File: config.mk
export PLATFORM = sky130hd
export DESIGN_NAME = lmf_lfo
export DESIGN_NICKNAME = d
export VERILOG_FILES = /design/src/rtl/lmf_pkg.sv /design/src/rtl/lmf_lfo.sv
export SDC_FILE = /design/constraint.sdc
export NUM_CORES = 1
export LEC_CHECK = 0
export BUFFER_PORTS_ARGS = -buffer_cell sky130_fd_sc_hd__clkbuf_2
export CORE_UTILIZATION = 50
export CTS_BUF_LIST = sky130_fd_sc_hd__clkbuf_4 sky130_fd_sc_hd__clkbuf_8
export DETAILED_ROUTE_END_ITERATION = 16
export HOLD_SLACK_MARGIN = 0.05
export PLACE_DENSITY = 0.71
export REMOVE_ABC_BUFFERS = 1
export SYNTH_ARGS = -nofsm -noshare
export SYNTH_HDL_FRONTEND = slang
export SYNTH_SLANG_ARGS = --single-unit
File: constraint.sdc
create_clock -name clk -period 14.9 [get_ports clk]
set_input_delay 2.235 -clock clk [delete_from_list [all_inputs] [get_ports clk]]
set_output_delay 2.235 -clock clk [all_outputs]
set_load 0.05 [all_outputs]
File: src/rtl/lmf_pkg.sv
// Shared types, constants and helper functions for the flanger.
// Holds the sine quarter-wave table builder and 24-bit saturation.
// No dependencies.
package lmf_pkg;

    localparam int DELAY_DEPTH      = 4096;
    localparam int ADDR_W           = $clog2(DELAY_DEPTH);
    localparam int SINE_TABLE_DEPTH = 256;
    localparam int SINE_IDX_W       = $clog2(SINE_TABLE_DEPTH);
    localparam int SINE_QW          = SINE_IDX_W - 2;
    localparam int SINE_Q           = SINE_TABLE_DEPTH / 4;

    localparam int SAMPLE_W = 24;
    localparam int LFO_W    = 18;
    localparam int CFG_W    = 24;
    localparam int SAT_W    = 48;
    localparam int FRAC_W   = 8;
    localparam int DLY_W    = ADDR_W + FRAC_W;
    localparam int DSUM_W   = (DLY_W > 22) ? DLY_W : 22;
    localparam int DLY_CAP  = (DELAY_DEPTH - 1) * 256;
    localparam int ONE_Q16  = 65536;

    localparam logic [19:0] BASE_DELAY_RST = 20'd12288;
    localparam logic [19:0] DEPTH_DELAY_RST = 20'd24576;
    localparam logic [15:0] FEEDBACK_RST   = 16'd0;
    localparam logic [16:0] WET_MIX_RST    = 17'd32768;
    localparam logic [23:0] PHASE_STEP_RST = 24'd44739;

    typedef enum logic [2:0] {
        CFG_BASE_DELAY  = 3'd0,
        CFG_DEPTH_DELAY = 3'd1,
        CFG_FEEDBACK    = 3'd2,
        CFG_WET_MIX     = 3'd3,
        CFG_PHASE_STEP  = 3'd4,
        CFG_LFO_SHAPE   = 3'd5,
        CFG_INVERT_WET  = 3'd6
    } cfg_idx_e;

    typedef enum logic [1:0] {
        LFO_SINE     = 2'd0,
        LFO_TRIANGLE = 2'd1,
        LFO_SAWTOOTH = 2'd2,
        LFO_SQUARE   = 2'd3
    } lfo_shape_e;

    typedef enum logic [3:0] {
        ST_IDLE,
        ST_MUL,
        ST_ADDR,
        ST_RD_N,
        ST_RD_O,
        ST_CAP,
        ST_INT,
        ST_PROD,
        ST_FIN
    } state_t;

    typedef struct packed {
        logic                we;
        logic [ADDR_W-1:0]   addr;
        logic [SAMPLE_W-1:0] data;
    } mem_wr_t;

    typedef logic [16:0] sine_tab_t [SINE_Q+1];

    function automatic sine_tab_t build_sine();
        sine_tab_t tab;
        longint    x;
        longint    x2;
        longint    s;
        for (int j = 0; j <= SINE_Q; j++)
        begin
            x  = longint'(j) * (longint'(1) << (16 - SINE_QW));
            x2 = (x * x) >> 16;
            s  = (x * (102944 - ((x2 * (42334 - ((x2 * 4926) >> 16))) >> 16))) >> 16;
            if (s > ONE_Q16)
            begin
                s = ONE_Q16;
            end
            tab[j] = 17'(s);
        end
        return tab;
    endfunction

    localparam sine_tab_t SINE_TAB = build_sine();

    function automatic logic signed [SAMPLE_W-1:0] sat24(input logic signed [SAT_W-1:0] v);
        logic signed [SAMPLE_W-1:0] r;
        if (v > 48'sd8388607)
        begin
            r = 24'sh7FFFFF;
        end
        else if (v < -48'sd8388608)
        begin
            r = 24'sh800000;
        end
        else
        begin
            r = v[SAMPLE_W-1:0];
        end
        return r;
    endfunction

endpackage

File: src/rtl/lmf_lfo.sv
// LFO phase accumulator and waveform generator (sine, triangle, saw, square).
// Depends on lmf_pkg for the quarter-wave sine table and shape codes.
module lmf_lfo
    import lmf_pkg::*;
(
    input  logic                    clk,
    input  logic                    rst_n,
    input  logic [23:0]             phase_step,
    input  logic [1:0]              shape,
    input  logic                    advance,
    output logic signed [LFO_W-1:0] lfo
);

    logic [31:0]             phase_reg;
    logic [31:0]             phase_next;
    logic signed [LFO_W-1:0] lfo_reg;
    logic signed [LFO_W-1:0] lfo_next;

    logic [SINE_IDX_W-1:0] idx;
    logic [1:0]            quad;
    logic [SINE_QW-1:0]    k;
    logic [SINE_QW:0]      j;
    logic [16:0]           s;
    logic [15:0]           p;
    logic [15:0]           d;

    always_comb
    begin
        phase_next = advance ? (phase_reg + {8'd0, phase_step}) : phase_reg;

        idx  = phase_reg[31 -: SINE_IDX_W];
        quad = idx[SINE_IDX_W-1 -: 2];
        k    = idx[SINE_QW-1:0];
        j    = quad[0] ? ((SINE_QW+1)'(SINE_Q) - {1'b0, k}) : {1'b0, k};
        s    = SINE_TAB[j];

        p = phase_reg[31:16];
        d = p[15] ? {1'b0, p[14:0]} : (16'd32768 - p);

        case (lfo_shape_e'(shape))
            LFO_SINE:     lfo_next = quad[1] ? -$signed({1'b0, s}) : $signed({1'b0, s});
            LFO_TRIANGLE: lfo_next = $signed(18'd65536 - {d, 2'b00});
            LFO_SAWTOOTH: lfo_next = $signed({1'b0, p, 1'b0} - 18'd65536);
            LFO_SQUARE:   lfo_next = p[15] ? -18'sd65536 : 18'sd65536;
            default:      lfo_next = '0;
        endcase
    end

    always_ff @(posedge clk or negedge rst_n)
    begin
        if (!rst_n)
        begin
            phase_reg <= '0;
            lfo_reg   <= '0;
        end
        else
        begin
            phase_reg <= phase_next;
            lfo_reg   <= lfo_next;
        end
    end

    assign lfo = lfo_reg;

endmodule

==> results.yml <==
floorplanning:
  rows: 42
  io_pins: 47
  chipHeight_um: 119.4
  start_util: 0.5166
  placeableCoreArea_sq_um: 13350
  die_area_sq_um: 14260
  die_width_um: 119.4
sta:
  worst_pin_slew_ns: 0.9549
  rsz_0062_raised_after_global_routing: "false"
  hold_ws_ns: 0.5190
  final.min_clock_period_ns: 5.897
  setup_total_negative_slack_ns: 0
  timing.final.crit_share: 0.3958
  maxSlewHeadroom: 0.3621
  max_freq_mhz: 169.6
  timing.clock.skew_ns: 0.003650
  final_hold_viol_count: 0
  setup_viol_count_final: 0
  finalMaxSlewViolations: 0
setup_path:
  slowest_delay_ns: 0.90
  worstPathCellList: "inv_1 -> ha_1 -> nand2_1 -> o21ai_1 -> inv_1 -> ha_1 -> and2_1 -> o32a_1 -> o21a_1 -> a211oi_1 -> a21oi_1 -> a21oi_1 -> ha_1 -> nand3_1 -> or3_4 -> nor3_4 -> mux2i_1 -> a22oi_1"
  rrSetupSlack_ns: 9.00
  crit_type: "flip-flop to flip-flop"
  reg2reg_depth: 18
  critical_path_peak_fanout: 21
  cp.arrival_ns: 6.09
  cp.buffers_inverters: 2
  r2r-end: "lfo[14]"
  cp-startpoint: "phase_reg[25]"
  crit_path_top_delay_cell: "sky130_fd_sc_hd__dfrtp_1"
  cp_top_family: "compound AO/OA/AOI/OAI gates"
  critPathMostFrequentCell: "sky130_fd_sc_hd__ha_1"
  crit-reg2reg-launch: "phase_reg[25]"
  start_kind: "flip-flop"
  worstSetupEndpointType: "flip-flop"
  worst-endpoint-required_ns: 15.09
clock_network:
  cts.htree.levels: 2
  cts_made_buffers: 5
  clock_insertion_delay_worst_skew_ns: 0.32
  cts.repair_timing.setup_buffer_count: 0
  clk_pin_slew_worst_paths_ns: 0.10
  cts_hold_buf: 0
  clkSinkCount: 50
  root_buffer: "sky130_fd_sc_hd__clkbuf_8"
  tritoncts: "yes"
  postCtsResizedCells: 0
  cts.path.max_buffers: 2
yosys:
  synth_edf_count: 0
  synth_top_area_frac: 0.1815
  netlist.top_cell.by_area: "sky130_fd_sc_hd__dfrtp_1"
  synth_sequential_area_ratio: 0.1815
  synth-async-reset-ratio: 1.000
  postSynthCellCount: 865
  synth.ff_latch_count: 50
  synth.most_common_cell: "sky130_fd_sc_hd__nand2_1"
  ys_types: 96
  synthTopCellsByArea: "sky130_fd_sc_hd__dfrtp_1, sky130_fd_sc_hd__ha_1, sky130_fd_sc_hd__xnor2_1"
  synth.avg_cell_area_sq_um: 7.972
  synth.yosys.warnings: 0
  synth-main-ff-cell: "sky130_fd_sc_hd__dfrtp_1"
  mappedNetlistArea_sq_um: 6895
  synth_commonest_cells: "sky130_fd_sc_hd__nand2_1, sky130_fd_sc_hd__a21oi_1, sky130_fd_sc_hd__nor2_1"
detailed_routing:
  antenna_violating_nets_post_route: 0
  pre_repair_dr_iteration_count: 6
  first_iter_violations: 839
  totalWireLength_um: 19620
  post-route-drc-count: 0
  avgRoutedWirePerCell_um: 18.92
  vias_per_cell: 6.545
  via_count: 6787
global_routing:
  grt_start_max_net_pins: 54
  grt_use_total: 0.2771
  grt-ovfl-total: 0
  grt_first_pass_wirelength_um: 31970
  grt_pass1_vias: 6069
  antenna_found_initial: 0
finish:
  num-nets-final: 931
  post_layout_instance_area_sq_um: 7174
  layout-drive-gt1-share: 0.1452
  fillCellCount: 1299
  largest_register_ffs: 32
  area_delta_synth_final_pct: 4.046
  num_antenna_cells: 0
placed_design:
  place_congestion: 0.9543
  count_of_input_and_output_buffers: 46
  placed_cell_area_sq_um: 7069
  hpwlAfterDp_um: 13890
min_path:
  hp-start: "phase_reg[4]"
  hold_end: "phase_reg[4]"
  min_path_type: "flip-flop to flip-flop"
  holdPathStages: 1
flow_run:
  max_capacitance_violation_total: 0
status:
  outcome: "complete, no violations"
==> stage by stage <==
| step | instances | setup WS (ns) | util |
|---|---|---|---|
| 2_1_floorplan | 794 | 9.433 | - |
| 3_3_place_gp | 1029 | 9.391 | 0.5296 |
| 3_5_place_dp | 1029 | 9.174 | 0.5296 |
| 4_1_cts | 1037 | 9.152 | 0.5375 |
| 5_1_grt | 1037 | 8.635 | 0.5375 |
| 6_report | 1037 | 9.003 | 0.5375 |
==> layout by cell type, fill, tap and decap left out, types with 6 or more instances in the layout <==
master                       n
sky130_fd_sc_hd__a21o_1     19
sky130_fd_sc_hd__nand2_1    73
sky130_fd_sc_hd__nor2b_1    17
sky130_fd_sc_hd__a2111oi_0   9
sky130_fd_sc_hd__o21a_1      6
sky130_fd_sc_hd__xor2_1     22
sky130_fd_sc_hd__nor3_1     12
sky130_fd_sc_hd__and2_1      7
sky130_fd_sc_hd__nor4_1      6
sky130_fd_sc_hd__and3_1     10
sky130_fd_sc_hd__clkbuf_8    7
sky130_fd_sc_hd__o211ai_1   13
sky130_fd_sc_hd__nor2_1     55
sky130_fd_sc_hd__dfrtp_1    50
sky130_fd_sc_hd__mux2i_1    21
sky130_fd_sc_hd__o31ai_1     8
sky130_fd_sc_hd__or2_2       8
sky130_fd_sc_hd__nand4_1     9
sky130_fd_sc_hd__a21oi_1    60
sky130_fd_sc_hd__nand3_1    22
sky130_fd_sc_hd__nor3b_1     7
sky130_fd_sc_hd__o21ai_0    42
sky130_fd_sc_hd__mux2_2     20
sky130_fd_sc_hd__inv_1      29
sky130_fd_sc_hd__a211oi_1   24
sky130_fd_sc_hd__o21bai_1    6
sky130_fd_sc_hd__clkbuf_2   46
sky130_fd_sc_hd__xnor2_1    43
sky130_fd_sc_hd__ha_1       41
sky130_fd_sc_hd__o32a_1      7
sky130_fd_sc_hd__buf_4      13
sky130_fd_sc_hd__o21ai_1     6
sky130_fd_sc_hd__a22oi_1     9
sky130_fd_sc_hd__a31oi_1    14
sky130_fd_sc_hd__nand2b_1   14
==> worst max-delay path by stage <==
| stage | to | slack (ns) | cells after the start |
|---|---|---|---|
| 2_1_floorplan | lfo[17] | 9.43 | 14 |
| 3_3_place_gp | lfo[14] | 9.39 | 18 |
| 3_5_place_dp | lfo[14] | 9.17 | 18 |
| 4_1_cts | lfo[14] | 9.15 | 18 |
| 5_1_grt | lfo[14] | 8.63 | 18 |
| 6_report | lfo[14] | 9.00 | 18 |
==> logic make-up after synthesis <==
kind of cell / synth area share
buf+inv: 0.07276
xor+xnor: 0.09109
fa+ha+maj: 0.07730
compound gates: 0.2961
flops: 0.1815
simple gates: 0.2116
mux: 0.06968
==> area by class of cell <==
cell class / instances / area (sq um) / area share
Clock inverter: 1 / 8.758 / 0.001221
Multi-Input combinational cell: 712 / 5150 / 0.7178
Inverter: 32 / 120.1 / 0.01674
Tap cell: 176 / 220.2 / 0.03069
Sequential cell: 50 / 1251 / 0.1744
Clock buffer: 7 / 96.34 / 0.01343
Timing Repair Buffer: 59 / 327.8 / 0.04569
==> per-layer routing <==
metal | part of all wire | track usage
met2 | 0.45 | 0.4317
met5 | 0 | 0
met3 | 0.078 | 0.04310
met1 | 0.45 | 0.3859
met4 | 0.027 | 0.1000
Power is not shown: default switching activity piles up to over one toggle a cycle in this logic, so the estimate is an artifact.
